==> src/rtl/json_structure_event_parser_defines.svh <==
// Assertion macros for the JSON structure event parser.
`ifndef JSON_STRUCTURE_EVENT_PARSER_DEFINES_SVH
`define JSON_STRUCTURE_EVENT_PARSER_DEFINES_SVH

// Condition holds at every edge out of reset.
`define JSEP_ASSERT_ALWAYS(lbl, cond) \
  lbl: assert property (@(posedge clk) disable iff (rst) (cond)) \
    else $error("jsep: invariant violated");

// Antecedent implies consequent at the same edge.
`define JSEP_ASSERT_IMPL(lbl, ante, cons) \
  lbl: assert property (@(posedge clk) disable iff (rst) (ante) |-> (cons)) \
    else $error("jsep: implication violated");

// Antecedent implies consequent at the next edge.
`define JSEP_ASSERT_NEXT(lbl, ante, cons) \
  lbl: assert property (@(posedge clk) disable iff (rst) (ante) |=> (cons)) \
    else $error("jsep: next-cycle implication violated");

`endif

==> src/rtl/jsep_pkg.sv <==
// Types, codes and sizes shared by the JSON structure event parser.
`default_nettype none

package jsep_pkg;

  localparam int STACK_DEPTH = 64;
  localparam int DEPTH_W     = $clog2(STACK_DEPTH + 1);
  localparam int ADDR_W      = (STACK_DEPTH > 1) ? $clog2(STACK_DEPTH) : 1;

  localparam logic [2:0] TK_STRING  = 3'd0;
  localparam logic [2:0] TK_SPACE   = 3'd4;
  localparam logic [2:0] TK_PUNCT   = 3'd5;
  localparam logic [2:0] TK_COMMENT = 3'd6;

  localparam logic [2:0] P_COLON    = 3'd0;
  localparam logic [2:0] P_COMMA    = 3'd1;
  localparam logic [2:0] P_LBRACE   = 3'd2;
  localparam logic [2:0] P_RBRACE   = 3'd3;
  localparam logic [2:0] P_LBRACKET = 3'd4;
  localparam logic [2:0] P_RBRACKET = 3'd5;

  typedef enum logic [2:0] {
    PH_VALUE     = 3'd0,
    PH_LIST_OPEN = 3'd1,
    PH_OBJ_OPEN  = 3'd2,
    PH_KEY       = 3'd3,
    PH_COLON     = 3'd4,
    PH_CLOSURE   = 3'd5
  } phase_t;

  localparam logic [2:0] PH_ERROR_CODE = 3'd6;

  typedef enum logic [2:0] {
    EV_OBJ_BEGIN  = 3'd0,
    EV_KEY        = 3'd1,
    EV_OBJ_END    = 3'd2,
    EV_LIST_BEGIN = 3'd3,
    EV_LIST_END   = 3'd4,
    EV_VALUE      = 3'd5
  } ev_kind_t;

  typedef enum logic [1:0] {
    ERR_NONE       = 2'd0,
    ERR_INTERNAL   = 2'd1,
    ERR_UNEXPECTED = 2'd2,
    ERR_BAD_STATE  = 2'd3
  } err_t;

  typedef struct packed {
    logic     event_valid;
    ev_kind_t event_kind;
    err_t     error_code;
  } result_t;

  typedef struct packed {
    logic   push;
    logic   push_list;
    logic   pop;
    logic   set_phase;
    phase_t phase;
  } upd_t;

endpackage

`default_nettype wire

==> src/rtl/jsep_token_if.sv <==
// Token input channel: valid/ready with one lexed token.
`default_nettype none

interface jsep_token_if;
  logic       valid;
  logic       ready;
  logic [2:0] token_kind;
  logic [2:0] punct_code;
  logic       peek_only;

  modport source (output valid, output token_kind, output punct_code, output peek_only,
                  input ready);
  modport sink (input valid, input token_kind, input punct_code, input peek_only,
                output ready);
endinterface

`default_nettype wire

==> src/rtl/jsep_event_if.sv <==
// Result output channel: valid/ready with one structural event result.
`default_nettype none

interface jsep_event_if;
  logic       valid;
  logic       ready;
  logic       event_valid;
  logic [2:0] event_kind;
  logic [1:0] error_code;

  modport source (output valid, output event_valid, output event_kind, output error_code,
                  input ready);
  modport sink (input valid, input event_valid, input event_kind, input error_code,
                output ready);
endinterface

`default_nettype wire

==> src/rtl/json_structure_event_parser.sv <==
// Top level of the JSON structure event parser.
//
//   port  dir  transfer                     payload
//   tok   in   tok.valid & tok.ready        token_kind, punct_code, peek_only
//   evt   out  evt.valid & evt.ready        event_valid, event_kind, error_code
//
// One token per cycle while evt takes results; a token passes the input register, then
// the result register, before its result is on evt.
// The stack top is held in a flop; entries below sit in a registered-read RAM
// addressed one below the top, with a bypass after a push.
// Reset clears phase, depth and valid flags; stack contents need no clearing.
// A stalled result holds in the output register while one more token waits
// in the input register.
`default_nettype none
`include "json_structure_event_parser_defines.svh"

module json_structure_event_parser (
  input  wire logic   clk,
  input  wire logic   rst,
  jsep_token_if.sink  tok,
  jsep_event_if.source evt
);

  localparam int DW = jsep_pkg::DEPTH_W;
  localparam int AW = jsep_pkg::ADDR_W;

  logic       s1_valid;
  logic [2:0] s1_kind;
  logic [2:0] s1_punct;
  logic       s1_peek;

  logic              o_valid;
  jsep_pkg::result_t o_res;

  jsep_pkg::phase_t phase;
  jsep_pkg::phase_t phase_next;
  logic [DW-1:0]    depth;
  logic [DW-1:0]    depth_next;
  logic             top_mark;
  logic             top_mark_next;
  logic             byp;
  logic             byp_data;

  logic advance;
  logic fire;
  logic below;

  jsep_pkg::result_t res;
  jsep_pkg::upd_t    upd;

  logic          we;
  logic [AW-1:0] waddr;
  logic [AW-1:0] raddr;
  logic [DW-1:0] raddr_full;
  logic [DW-1:0] waddr_full;
  logic          rdata;

  assign advance   = !o_valid || evt.ready;
  assign fire      = s1_valid && advance;
  assign tok.ready = !s1_valid || advance;

  jsep_step u_step (
    .token_kind (s1_kind),
    .punct_code (s1_punct),
    .peek_only  (s1_peek),
    .phase      (phase),
    .depth      (depth),
    .top_mark   (top_mark),
    .res        (res),
    .upd        (upd)
  );

  assign below = byp ? byp_data : rdata;

  always_comb begin
    phase_next    = phase;
    depth_next    = depth;
    top_mark_next = top_mark;
    if (fire) begin
      if (upd.set_phase) begin
        phase_next = upd.phase;
      end
      if (upd.push) begin
        depth_next    = depth + DW'(1);
        top_mark_next = upd.push_list;
      end else if (upd.pop) begin
        depth_next    = depth - DW'(1);
        top_mark_next = below;
      end
    end
  end

  assign we         = fire && upd.push && (depth != '0);
  assign waddr_full = depth - DW'(1);
  assign waddr      = waddr_full[AW-1:0];
  assign raddr_full = depth_next - DW'(2);
  assign raddr      = raddr_full[AW-1:0];

  jsep_ram #(
    .WIDTH (1),
    .DEPTH (jsep_pkg::STACK_DEPTH),
    .AW    (AW)
  ) u_marks (
    .clk   (clk),
    .we    (we),
    .waddr (waddr),
    .wdata (top_mark),
    .raddr (raddr),
    .rdata (rdata)
  );

  always_ff @(posedge clk) begin
    if (rst) begin
      s1_valid <= 1'b0;
      o_valid  <= 1'b0;
      phase    <= jsep_pkg::PH_VALUE;
      depth    <= '0;
      byp      <= 1'b0;
    end else begin
      if (tok.ready) begin
        s1_valid <= tok.valid;
      end
      if (advance) begin
        o_valid <= s1_valid;
      end
      phase <= phase_next;
      depth <= depth_next;
      byp   <= we;
    end
  end

  always_ff @(posedge clk) begin
    if (tok.valid && tok.ready) begin
      s1_kind  <= tok.token_kind;
      s1_punct <= tok.punct_code;
      s1_peek  <= tok.peek_only;
    end
    if (fire) begin
      o_res <= res;
    end
    top_mark <= top_mark_next;
    byp_data <= top_mark;
  end

  assign evt.valid       = o_valid;
  assign evt.event_valid = o_res.event_valid;
  assign evt.event_kind  = 3'(o_res.event_kind);
  assign evt.error_code  = 2'(o_res.error_code);

  `JSEP_ASSERT_ALWAYS(a_depth_bound, depth <= DW'(jsep_pkg::STACK_DEPTH))
  `JSEP_ASSERT_NEXT(a_state_hold, !fire, $stable(depth) && $stable(phase))
  `JSEP_ASSERT_IMPL(a_err_no_event, o_valid && o_res.error_code != jsep_pkg::ERR_NONE,
                    !o_res.event_valid)
  `JSEP_ASSERT_NEXT(a_peek_no_change, fire && s1_peek, $stable(depth) && $stable(phase))

endmodule

`default_nettype wire

==> src/rtl/jsep_ram.sv <==
// Generic single-port-write, single-port-read RAM with registered read.
`default_nettype none

module jsep_ram #(
  parameter int WIDTH = 1,
  parameter int DEPTH = 64,
  parameter int AW    = (DEPTH > 1) ? $clog2(DEPTH) : 1
) (
  input  wire logic             clk,
  input  wire logic             we,
  input  wire logic [AW-1:0]    waddr,
  input  wire logic [WIDTH-1:0] wdata,
  input  wire logic [AW-1:0]    raddr,
  output logic      [WIDTH-1:0] rdata
);

  logic [WIDTH-1:0] mem [DEPTH];

  always_ff @(posedge clk) begin
    if (we) begin
      mem[waddr] <= wdata;
    end
    rdata <= mem[raddr];
  end

endmodule

`default_nettype wire

==> src/rtl/jsep_step.sv <==
// Per-token transition logic: result and state update for one token.
`default_nettype none

module jsep_step (
  input  wire logic [2:0]                   token_kind,
  input  wire logic [2:0]                   punct_code,
  input  wire logic                         peek_only,
  input  wire jsep_pkg::phase_t             phase,
  input  wire logic [jsep_pkg::DEPTH_W-1:0] depth,
  input  wire logic                         top_mark,
  output jsep_pkg::result_t                 res,
  output jsep_pkg::upd_t                    upd
);

  logic has_top;
  logic tlist;
  logic full;
  logic punct;

  assign has_top = (depth != '0);
  assign tlist   = has_top && top_mark;
  assign full    = (depth == jsep_pkg::DEPTH_W'(jsep_pkg::STACK_DEPTH));
  assign punct   = (token_kind == jsep_pkg::TK_PUNCT);

  always_comb begin
    logic do_push;
    logic push_list;
    logic do_pop;
    jsep_pkg::ev_kind_t pop_ev;

    res       = '{event_valid: 1'b0, event_kind: jsep_pkg::EV_OBJ_BEGIN,
                  error_code: jsep_pkg::ERR_NONE};
    upd       = '{push: 1'b0, push_list: 1'b0, pop: 1'b0, set_phase: 1'b0,
                  phase: jsep_pkg::PH_VALUE};
    do_push   = 1'b0;
    push_list = 1'b0;
    do_pop    = 1'b0;
    pop_ev    = jsep_pkg::EV_LIST_END;

    if (token_kind == jsep_pkg::TK_SPACE || token_kind == jsep_pkg::TK_COMMENT) begin
      // skipped token
    end else begin
      case (phase)
        jsep_pkg::PH_VALUE, jsep_pkg::PH_LIST_OPEN: begin
          if (phase == jsep_pkg::PH_LIST_OPEN && punct && tlist &&
              punct_code == jsep_pkg::P_RBRACKET) begin
            do_pop = 1'b1;
            pop_ev = jsep_pkg::EV_LIST_END;
          end else if (punct) begin
            if (punct_code == jsep_pkg::P_LBRACE) begin
              do_push = 1'b1;
            end else if (punct_code == jsep_pkg::P_LBRACKET) begin
              do_push   = 1'b1;
              push_list = 1'b1;
            end else begin
              res.error_code = jsep_pkg::ERR_UNEXPECTED;
            end
          end else begin
            res.event_valid = 1'b1;
            res.event_kind  = jsep_pkg::EV_VALUE;
            upd.set_phase   = !peek_only;
            upd.phase       = jsep_pkg::PH_CLOSURE;
          end
        end
        jsep_pkg::PH_OBJ_OPEN, jsep_pkg::PH_KEY: begin
          if (phase == jsep_pkg::PH_OBJ_OPEN && punct && has_top && !tlist &&
              punct_code == jsep_pkg::P_RBRACE) begin
            do_pop = 1'b1;
            pop_ev = jsep_pkg::EV_OBJ_END;
          end else if (token_kind != jsep_pkg::TK_STRING) begin
            res.error_code = jsep_pkg::ERR_UNEXPECTED;
          end else if (!has_top || tlist) begin
            res.error_code = jsep_pkg::ERR_INTERNAL;
          end else begin
            res.event_valid = 1'b1;
            res.event_kind  = jsep_pkg::EV_KEY;
            upd.set_phase   = !peek_only;
            upd.phase       = jsep_pkg::PH_COLON;
          end
        end
        jsep_pkg::PH_COLON: begin
          if (!punct || punct_code != jsep_pkg::P_COLON) begin
            res.error_code = jsep_pkg::ERR_UNEXPECTED;
          end else begin
            upd.set_phase = !peek_only;
            upd.phase     = jsep_pkg::PH_VALUE;
          end
        end
        jsep_pkg::PH_CLOSURE: begin
          if (!punct) begin
            res.error_code = jsep_pkg::ERR_UNEXPECTED;
          end else if (!has_top) begin
            res.error_code = jsep_pkg::ERR_INTERNAL;
          end else if (punct_code == jsep_pkg::P_COMMA) begin
            upd.set_phase = !peek_only;
            upd.phase     = tlist ? jsep_pkg::PH_VALUE : jsep_pkg::PH_KEY;
          end else if (tlist) begin
            if (punct_code != jsep_pkg::P_RBRACKET) begin
              res.error_code = jsep_pkg::ERR_UNEXPECTED;
            end else begin
              do_pop = 1'b1;
              pop_ev = jsep_pkg::EV_LIST_END;
            end
          end else begin
            if (punct_code != jsep_pkg::P_RBRACE) begin
              res.error_code = jsep_pkg::ERR_UNEXPECTED;
            end else begin
              do_pop = 1'b1;
              pop_ev = jsep_pkg::EV_OBJ_END;
            end
          end
        end
        default: begin
          res.error_code = (phase == jsep_pkg::PH_ERROR_CODE) ?
                           jsep_pkg::ERR_BAD_STATE : jsep_pkg::ERR_INTERNAL;
        end
      endcase
    end

    if (do_push) begin
      if (!peek_only && full) begin
        res.error_code = jsep_pkg::ERR_INTERNAL;
      end else begin
        res.event_valid = 1'b1;
        res.event_kind  = push_list ? jsep_pkg::EV_LIST_BEGIN : jsep_pkg::EV_OBJ_BEGIN;
        upd.push        = !peek_only;
        upd.push_list   = push_list;
        upd.set_phase   = !peek_only;
        upd.phase       = push_list ? jsep_pkg::PH_LIST_OPEN : jsep_pkg::PH_OBJ_OPEN;
      end
    end

    if (do_pop) begin
      res.event_valid = 1'b1;
      res.event_kind  = pop_ev;
      upd.pop         = !peek_only && has_top;
      upd.set_phase   = !peek_only;
      upd.phase       = jsep_pkg::PH_CLOSURE;
    end
  end

endmodule

`default_nettype wire
==> src/flat_wrapper.sv <==
// flat-port wrapper written by rule: the top's interface ports become plain ports
module json_structure_event_parser_flat 
  (clk, rst, tok_valid, tok_token_kind, tok_punct_code, tok_peek_only, tok_ready, evt_valid, evt_event_valid, evt_event_kind, evt_error_code, evt_ready);
  jsep_token_if tok_i ();
  jsep_event_if evt_i ();
  input  wire logic clk;
  input  wire logic rst;
  input wire logic [$bits(tok_i.valid)-1:0] tok_valid;
  input wire logic [$bits(tok_i.token_kind)-1:0] tok_token_kind;
  input wire logic [$bits(tok_i.punct_code)-1:0] tok_punct_code;
  input wire logic [$bits(tok_i.peek_only)-1:0] tok_peek_only;
  output wire logic [$bits(tok_i.ready)-1:0] tok_ready;
  output wire logic [$bits(evt_i.valid)-1:0] evt_valid;
  output wire logic [$bits(evt_i.event_valid)-1:0] evt_event_valid;
  output wire logic [$bits(evt_i.event_kind)-1:0] evt_event_kind;
  output wire logic [$bits(evt_i.error_code)-1:0] evt_error_code;
  input wire logic [$bits(evt_i.ready)-1:0] evt_ready;
  assign tok_i.valid = tok_valid;
  assign tok_i.token_kind = tok_token_kind;
  assign tok_i.punct_code = tok_punct_code;
  assign tok_i.peek_only = tok_peek_only;
  assign tok_ready = tok_i.ready;
  assign evt_valid = evt_i.valid;
  assign evt_event_valid = evt_i.event_valid;
  assign evt_event_kind = evt_i.event_kind;
  assign evt_error_code = evt_i.error_code;
  assign evt_i.ready = evt_ready;
  json_structure_event_parser u_core (.clk(clk), .rst(rst), .tok(tok_i), .evt(evt_i));
endmodule
==> config.mk <==
export PLATFORM = sky130hd
export DESIGN_NAME = json_structure_event_parser_flat
export DESIGN_NICKNAME = d
export VERILOG_FILES = /design/src/rtl/jsep_pkg.sv /design/src/rtl/jsep_token_if.sv /design/src/rtl/jsep_event_if.sv /design/src/rtl/json_structure_event_parser.sv /design/src/rtl/jsep_ram.sv /design/src/rtl/jsep_step.sv /design/src/flat_wrapper.sv
export VERILOG_INCLUDE_DIRS = /design/src /design/src/rtl
export SDC_FILE = /design/constraint.sdc
export NUM_CORES = 1
export LEC_CHECK = 0
export BUFFER_PORTS_ARGS = -buffer_cell sky130_fd_sc_hd__buf_2
export CORE_UTILIZATION = 51
export DETAILED_ROUTE_END_ITERATION = 10
export PLACE_DENSITY = 0.7
export REMOVE_ABC_BUFFERS = 1
export SLEW_MARGIN = 20
export SYNTH_ARGS = -nofsm -noshare
export SYNTH_HDL_FRONTEND = slang
export SYNTH_SLANG_ARGS = --single-unit
==> constraint.sdc <==
create_clock -name clk -period 5.35 [get_ports clk]
set_clock_uncertainty 0.05 [all_clocks]
set_input_delay 1.07 -clock clk [delete_from_list [all_inputs] [get_ports clk]]
set_output_delay 1.07 -clock clk [all_outputs]
set_load 0.1 [all_outputs]
* Word-level counts from Yosys, hierarchy flattened *
Memories as Yosys holds them, arrays and structs flattened. A register that Yosys moved wholly into a read port is not among the register bits.
Index checks and enable logic that the tools add are counted.

storage, ports and cells
  flip-flop bits (word level) = 28
  RAM bits = 64
  input port bits = 11
  output and inout bits = 8
  logic and storage cells = 149
  memories kept = 1

memories
  name                words  bits a word  rd ports  clocked after memory_dff  write ports  line            RTL
  u_core.u_marks.mem  64     1            1         1                         1            jsep_ram.sv:17  logic [WIDTH-1:0] mem [DEPTH];

cells by class
  add/subtract/negate cells = 3
  eq/ne operators = 17
  mux-type cells = 81
  reductions and logical operators = 34

operators with widths
  kind                                                                 number
  4-bit 2-to-1 mux                                                     16
  2-bit 2-to-1 mux                                                     18
  1-bit 2-to-1 mux                                                     26
  3-bit == test (second input constant)                                8
  3-bit 2-to-1 mux                                                     8
  6-bit 2-to-1 mux                                                     4
  7-bit 2-to-1 mux                                                     3
  4-bit case mux with 4 select lines                                   1
  1-bit logical AND                                                    14
  3-bit by 2-bit == test with 1-bit output (second input constant)     4
  2-bit case mux with 4 select lines                                   1
  4-bit case mux with 2 select lines                                   1
  7-bit by 1-bit adder with 7-bit output (second input constant)       1
  7-bit == test (second input constant)                                1
  7-bit nonzero test                                                   1
  7-bit by 1-bit subtractor with 7-bit output (second input constant)  1
  3-bit by 1-bit == test with 1-bit output (second input constant)     2
  1-bit logical NOT                                                    6
  3-bit case mux with 2 select lines                                   1
  3-bit nonzero test                                                   2
  6-bit by 2-bit subtractor with 6-bit output (second input constant)  1
  1-bit logical OR                                                     5
  5-bit 2-to-1 mux                                                     1
  2-bit AND reduction                                                  2
  6 further kinds                                                      7

* Longest topological paths before layout *
  depth in word-level cells = 15
  mapped depth = 17
  mapped depth without buffers = 15

* Hierarchy *
From an unflattened synthesis, not the netlist that was laid out.

second synthesis, totals
  cell total of the unflattened synthesis = 425
  area total of the unflattened synthesis = 4897.2 um^2

by module, submodules not included
  module                       instances  cells each  area an instance (um^2)  sequential area each (um^2)
  jsep_ram                     1          205         2936.6                   1941.9
  json_structure_event_parser  1          135         1352.5                   700.7
  jsep_step                    1          85          608.1                    0.0

* Worst setup path before layout *
No wires, ideal clock.

  path kind = register -> register
  start = register u_core.top_mark
  end = register u_core.u_marks.rdata (read register of u_core.u_marks.mem)
  setup time = 0.128 ns
  arrival = 4.590 ns
  data required time = 5.172 ns
  setup slack = 0.582 ns
  stages on the path, launching flop included = 15
  buffers on the path = 3
  clock period less this slack = 4.768 ns
  path through = edfxtp_1 > or3b_1 > clkbuf_1 > a211o_1 > o22a_1 > o311ai_0 > a21o_1 > clkinv_1 > ha_1 > buf_1 > clkbuf_1 > mux4_2 > mux4_1 > mux2i_1 > mux2i_1

between the ends
  word-level cells in the longest chain between the ends = 12
  elaborated cells on any way between the ends = 23
  those cells by class = 1 x add/sub; 16 x mux; 6 x reduce/logical

RTL lines
  element                                                line                                RTL
  start, declared                                        json_structure_event_parser.sv:39   logic top_mark;
  start signal, assigned                                 json_structure_event_parser.sv:141  top_mark <= top_mark_next;
  1-bit logical AND (*)                                  jsep_step.sv:21                     assign tlist = has_top && top_mark;
  1-bit 2-to-1 mux or 1-bit logical NOT (tied branches)  jsep_step.sv:97, jsep_step.sv:66
  1-bit 2-to-1 mux or 1-bit logical AND (tied branches)  jsep_step.sv:94, jsep_step.sv:66
  1-bit 2-to-1 mux or 1-bit logical AND (tied branches)  jsep_step.sv:92, jsep_step.sv:66
  1-bit 2-to-1 mux (on tied branches)                    jsep_step.sv:90, jsep_step.sv:66
  1-bit case mux with 3 select lines                     jsep_step.sv:43                     case (phase)
  1-bit 2-to-1 mux                                       jsep_step.sv:40                     if (token_kind == jsep_pkg::TK_SPACE || token_kind == jsep_pkg::TK_COMMENT) begin
  5-bit 2-to-1 mux                                       jsep_step.sv:133                    if (do_pop) begin
  7-bit 2-to-1 mux                                       json_structure_event_parser.sv:86   end else if (upd.pop) begin
  7-bit 2-to-1 mux (*)                                   json_structure_event_parser.sv:83   if (upd.push) begin
  7-bit 2-to-1 mux (*)                                   json_structure_event_parser.sv:79   if (fire) begin
  6-bit by 2-bit subtractor with 6-bit output (*)        json_structure_event_parser.sv:96   assign raddr_full = depth_next - DW'(2);
  end, declared                                          jsep_ram.sv:14                      output logic [WIDTH-1:0] rdata

Mark *: on every way between the ends. The rest lies on a longest branch, timed or not.
A chain may end at the register's enable or synchronous reset.

* Worst setup path in the final report *
  start = register u_core.depth[0]
  end = register u_core.u_marks.rdata (read register of u_core.u_marks.mem)

between the ends
  word-level cells in the longest chain between the ends = 13
  elaborated cells on any way between the ends = 31
  those cells by class = 3 x add/sub; 1 x eq/ne; 17 x mux; 10 x reduce/logical

RTL lines
  element                                                line                                RTL
  start, declared                                        json_structure_event_parser.sv:37   logic [DW-1:0] depth;
  start signal, assigned                                 json_structure_event_parser.sv:127  depth <= depth_next;
  7-bit nonzero test                                     jsep_step.sv:20                     assign has_top = (depth != '0);
  1-bit logical AND                                      jsep_step.sv:21
  1-bit 2-to-1 mux or 1-bit logical NOT (tied branches)  jsep_step.sv:97, jsep_step.sv:66
  1-bit 2-to-1 mux or 1-bit logical AND (tied branches)  jsep_step.sv:94, jsep_step.sv:66
  1-bit 2-to-1 mux or 1-bit logical AND (tied branches)  jsep_step.sv:92, jsep_step.sv:66
  1-bit 2-to-1 mux (on tied branches)                    jsep_step.sv:90, jsep_step.sv:66
  1-bit case mux with 3 select lines                     jsep_step.sv:43
  1-bit 2-to-1 mux                                       jsep_step.sv:40
  5-bit 2-to-1 mux                                       jsep_step.sv:133
  7-bit 2-to-1 mux                                       json_structure_event_parser.sv:86
  7-bit 2-to-1 mux                                       json_structure_event_parser.sv:83
  7-bit 2-to-1 mux (*)                                   json_structure_event_parser.sv:79
  6-bit by 2-bit subtractor with 6-bit output (*)        json_structure_event_parser.sv:96

Marks and branches as above.

==> results.cfg <==
[drt]
num_vias = 3408
vias_per_cell = 6.17
first_pass_iters = 5
drtIter0Drc = 320
dr_wl_met2_mm = 4.57
met3_length_um = 583
drcViolationCount = 0
drt_wl_total_mm = 10.1
wl_per_cell_um = 18.3
drt-met1-wl_mm = 4.82
ant_nets = 0
top_layer = met4

[floorplanning]
initial_core_util_pct = 53.8
fp-row-count = 34
die_y_um = 98.9
io_pins = 19
die_x_um = 98.9
design.core.area_mm2 = 0.00889
die_area_mm2 = 0.00977

[global_route]
antenna_found_initial = 0
grt_pass1_vias = 3182
grt_use_total_pct = 22.1
grt_max_degree = 70
overflow = 0
grt_pass1_wl_mm = 16.4

[final_layout]
area_growth_pct = 7.03
nets = 453
nFillCells = 736
final_layout_size_suffix_gt1_share_pct = 13.1
antennaDiodeCount = 0
final_util_pct = 57.6

[power]
total_power_mw = 1.29
cellLeakagePower_nw = 1.73
ir_worst_vdd_uv = 156
powerDensity_mw_per_mm2 = 252

[worst_setup_path]
path_delay_family = multiplexers
cp_slowest_stage_delay_ns = 0.79
crit_buf_inv = 2
reg2reg_depth = 13
crit_arrival_ns = 4.79
r2r_start = u_core.depth[0]
r2r_slack_ns = 0.74
critPathCaptureType = flip-flop
critPathMaxFanout = 18
cp_slowest_cell = ha_1
reg2reg_to = u_core.u_marks.rdata
criticalPathCategory = flip-flop to flip-flop
worstPathCellList = inv_1, ha_1, nand2b_1, nor3_1, o31ai_1, o311ai_0, a21o_1, clkinv_1, ha_1, mux4_2, mux4_1, mux2i_1, mux2i_1
required_ns = 5.54
startpoint_type = flip-flop

[timing]
relSlewSlack_pct = 44.1
rsz0062_at_grt = no
fmax_ghz = 0.217
setup_viol = 0
worstMarginPinSlew_ns = 0.834
setup_ws_ns = 0.744
hold_viol_final = 0
fin_crit_sh_pct = 86.1
drv_slew = 0
fin_crit_ns = 4.61

[synth]
syn_area_mm2 = 0.00478
synth_seq_cells = 93
synth-edff-count = 78
ys_types = 59
async_flop_share_pct = 0
ys_seq_area_share_pct = 55.2
yosysWarnings = 0
synth_cells = 427
yosys_most_used_dff = edfxtp_1
avgSynthCellArea_um2 = 11.2

[outcome]
outcome = finished clean

[cts]
clkLatencyLatePin_ns = 0.36
ctsResizeCount = 0
clkSinkCount = 93
cts_setup_buffers = 0
cts_max_path_buffers = 2
numCtsBuffers = 9
clock-root-buffer = clkbuf_8
cts_hold_buf = 0
path_clk_slew_ns = 0.09
htreeDepth = 3
cts_tree = built

[hold_path]
whs_endpoint = u_core.evt.valid
hold_class = flip-flop to flip-flop
hold_depth = 2
hold_start = u_core.s1_valid

[placement]
place_ws_ns = 0.789
dpl.hpwl_mm = 7.16
routabilityCongestion = 0.927
portBuffers = 18

[job]
drv_cap = 0
==> how the worst max path moves through the flow <==
stage                     slack, ns              endpoint               start  cells past startpoint
after floorplan               -0.01  u_core.u_marks.rdata     u_core.top_mark                      9
after global placement         0.96  u_core.u_marks.rdata           evt_ready                     12
after detailed placement       0.79  u_core.u_marks.rdata           evt_ready                     12
after CTS                      0.78  u_core.u_marks.rdata  u_core.s1_punct[1]                     11
after global routing           0.33  u_core.u_marks.rdata     u_core.depth[0]                     14
final                          0.74  u_core.u_marks.rdata     u_core.depth[0]                     13
==> final cells by class <==
cell class | count | area, um^2 | area share (%)
multi-input combinational | 302 | 2000 | 39.1
timing repair buffer | 21 | 113 | 2.20
clock buffer | 9 | 124 | 2.42
tap | 108 | 135 | 2.64
clock inverter | 7 | 57.6 | 1.12
inverter | 12 | 45.0 | 0.880
sequential | 93 | 2640 | 51.6
==> tightest hold or removal path, delay by kind of cell, from the launching register on <==
kind,cells,cell delay [ns]
flip-flops,1,0.34
AND/OR/NAND/NOR,2,0.15
==> flip-flops by register name (all words and copies together), names as in the netlist, 2 cells and up <==
signal                 count
u_core.s1_punct            3
u_core.u_marks.mem        64
u_core.evt.error_code      2
u_core.depth               7
u_core.evt.event_kind      3
u_core.s1_kind             3
u_core.phase               3
==> per-stage QoR <==
step | TNS (ns) | std cells | cell area, um^2 | hold slack (ns)
4_1_cts | 0 | 552 | 5120 | 0.485
6_report | 0 | 552 | 5120 | 0.480
3_5_place_dp | 0 | 536 | 4940 | 0.470
2_1_floorplan | -0.0131 | 407 | 4680 | 0.437
3_3_place_gp | 0 | 536 | 4940 | 0.468
5_1_grt | 0 | 552 | 5120 | 0.527
==> Yosys cell counts (4+ instances only) <==
library cell,n,area [um^2]
edfxtp_1,78,2340
dfxtp_1,15,300
buf_4,4,30.0
xnor2_1,8,70.1
nor3_1,11,55.1
a211oi_1,5,37.5
o22ai_1,6,37.5
and2_1,6,37.5
nor4_1,5,31.3
mux2i_1,14,140
nand3_1,12,60.1
a21oi_1,10,50.1
nor2_1,98,368
and3_1,5,31.3
inv_1,11,41.3
o21ai_0,12,60.1
nand2b_1,4,25.0
clkbuf_1,12,45.0
nand2_1,29,109
xor2_1,4,35.0
mux4_2,12,270
==> layer usage <==
metal / global-route usage [%] / vias up
met4: 6.89 / 0
li1: - / 1607
met1: 32.8 / 1672
met5: 0 / -
met3: 3.48 / 11
met2: 33.7 / 118
==> placed cells by master (no fill, tap or decap), types with 3 or more instances in the layout <==
cell / count
a211oi_1: 5
a21oi_1: 10
a22o_1: 3
and2_1: 6
and3_1: 5
buf_2: 18
buf_4: 3
clkbuf_8: 9
dfxtp_1: 15
edfxtp_1: 78
ha_1: 3
inv_1: 11
mux2i_1: 14
mux4_2: 12
nand2_1: 29
nand2b_1: 4
nand3_1: 12
nor2_1: 98
nor2b_1: 3
nor3_1: 11
nor4_1: 5
nor4b_1: 3
o21ai_0: 12
o22ai_1: 6
o311ai_0: 3
o31ai_1: 3
or2_2: 3
or3_1: 3
xnor2_1: 7
xor2_1: 4
==> power breakdown <==
group,internal (mW),switching [mW]
sequential,0.783,0.00979
clock,0.176,0.260
combinational,0.0192,0.0441
total,0.978,0.314
==> kinds of logic (layout without fill, tap and decap cells) <==
kind of cell / after synthesis / count (layout) / synth area share [%]
AND/OR/NAND/NOR: 195 / 195 / 19.2
flip-flops: 93 / 93 / 55.2
AO/OA/AOI/OAI: 62 / 62 / 9.42
buffers and inverters: 32 / 49 / 3.03
multiplexers: 30 / 30 / 10.1
XOR/XNOR: 12 / 12 / 2.20
adder cells (fa/ha/maj): 3 / 3 / 0.785
Power figures use the tool's default switching activity.
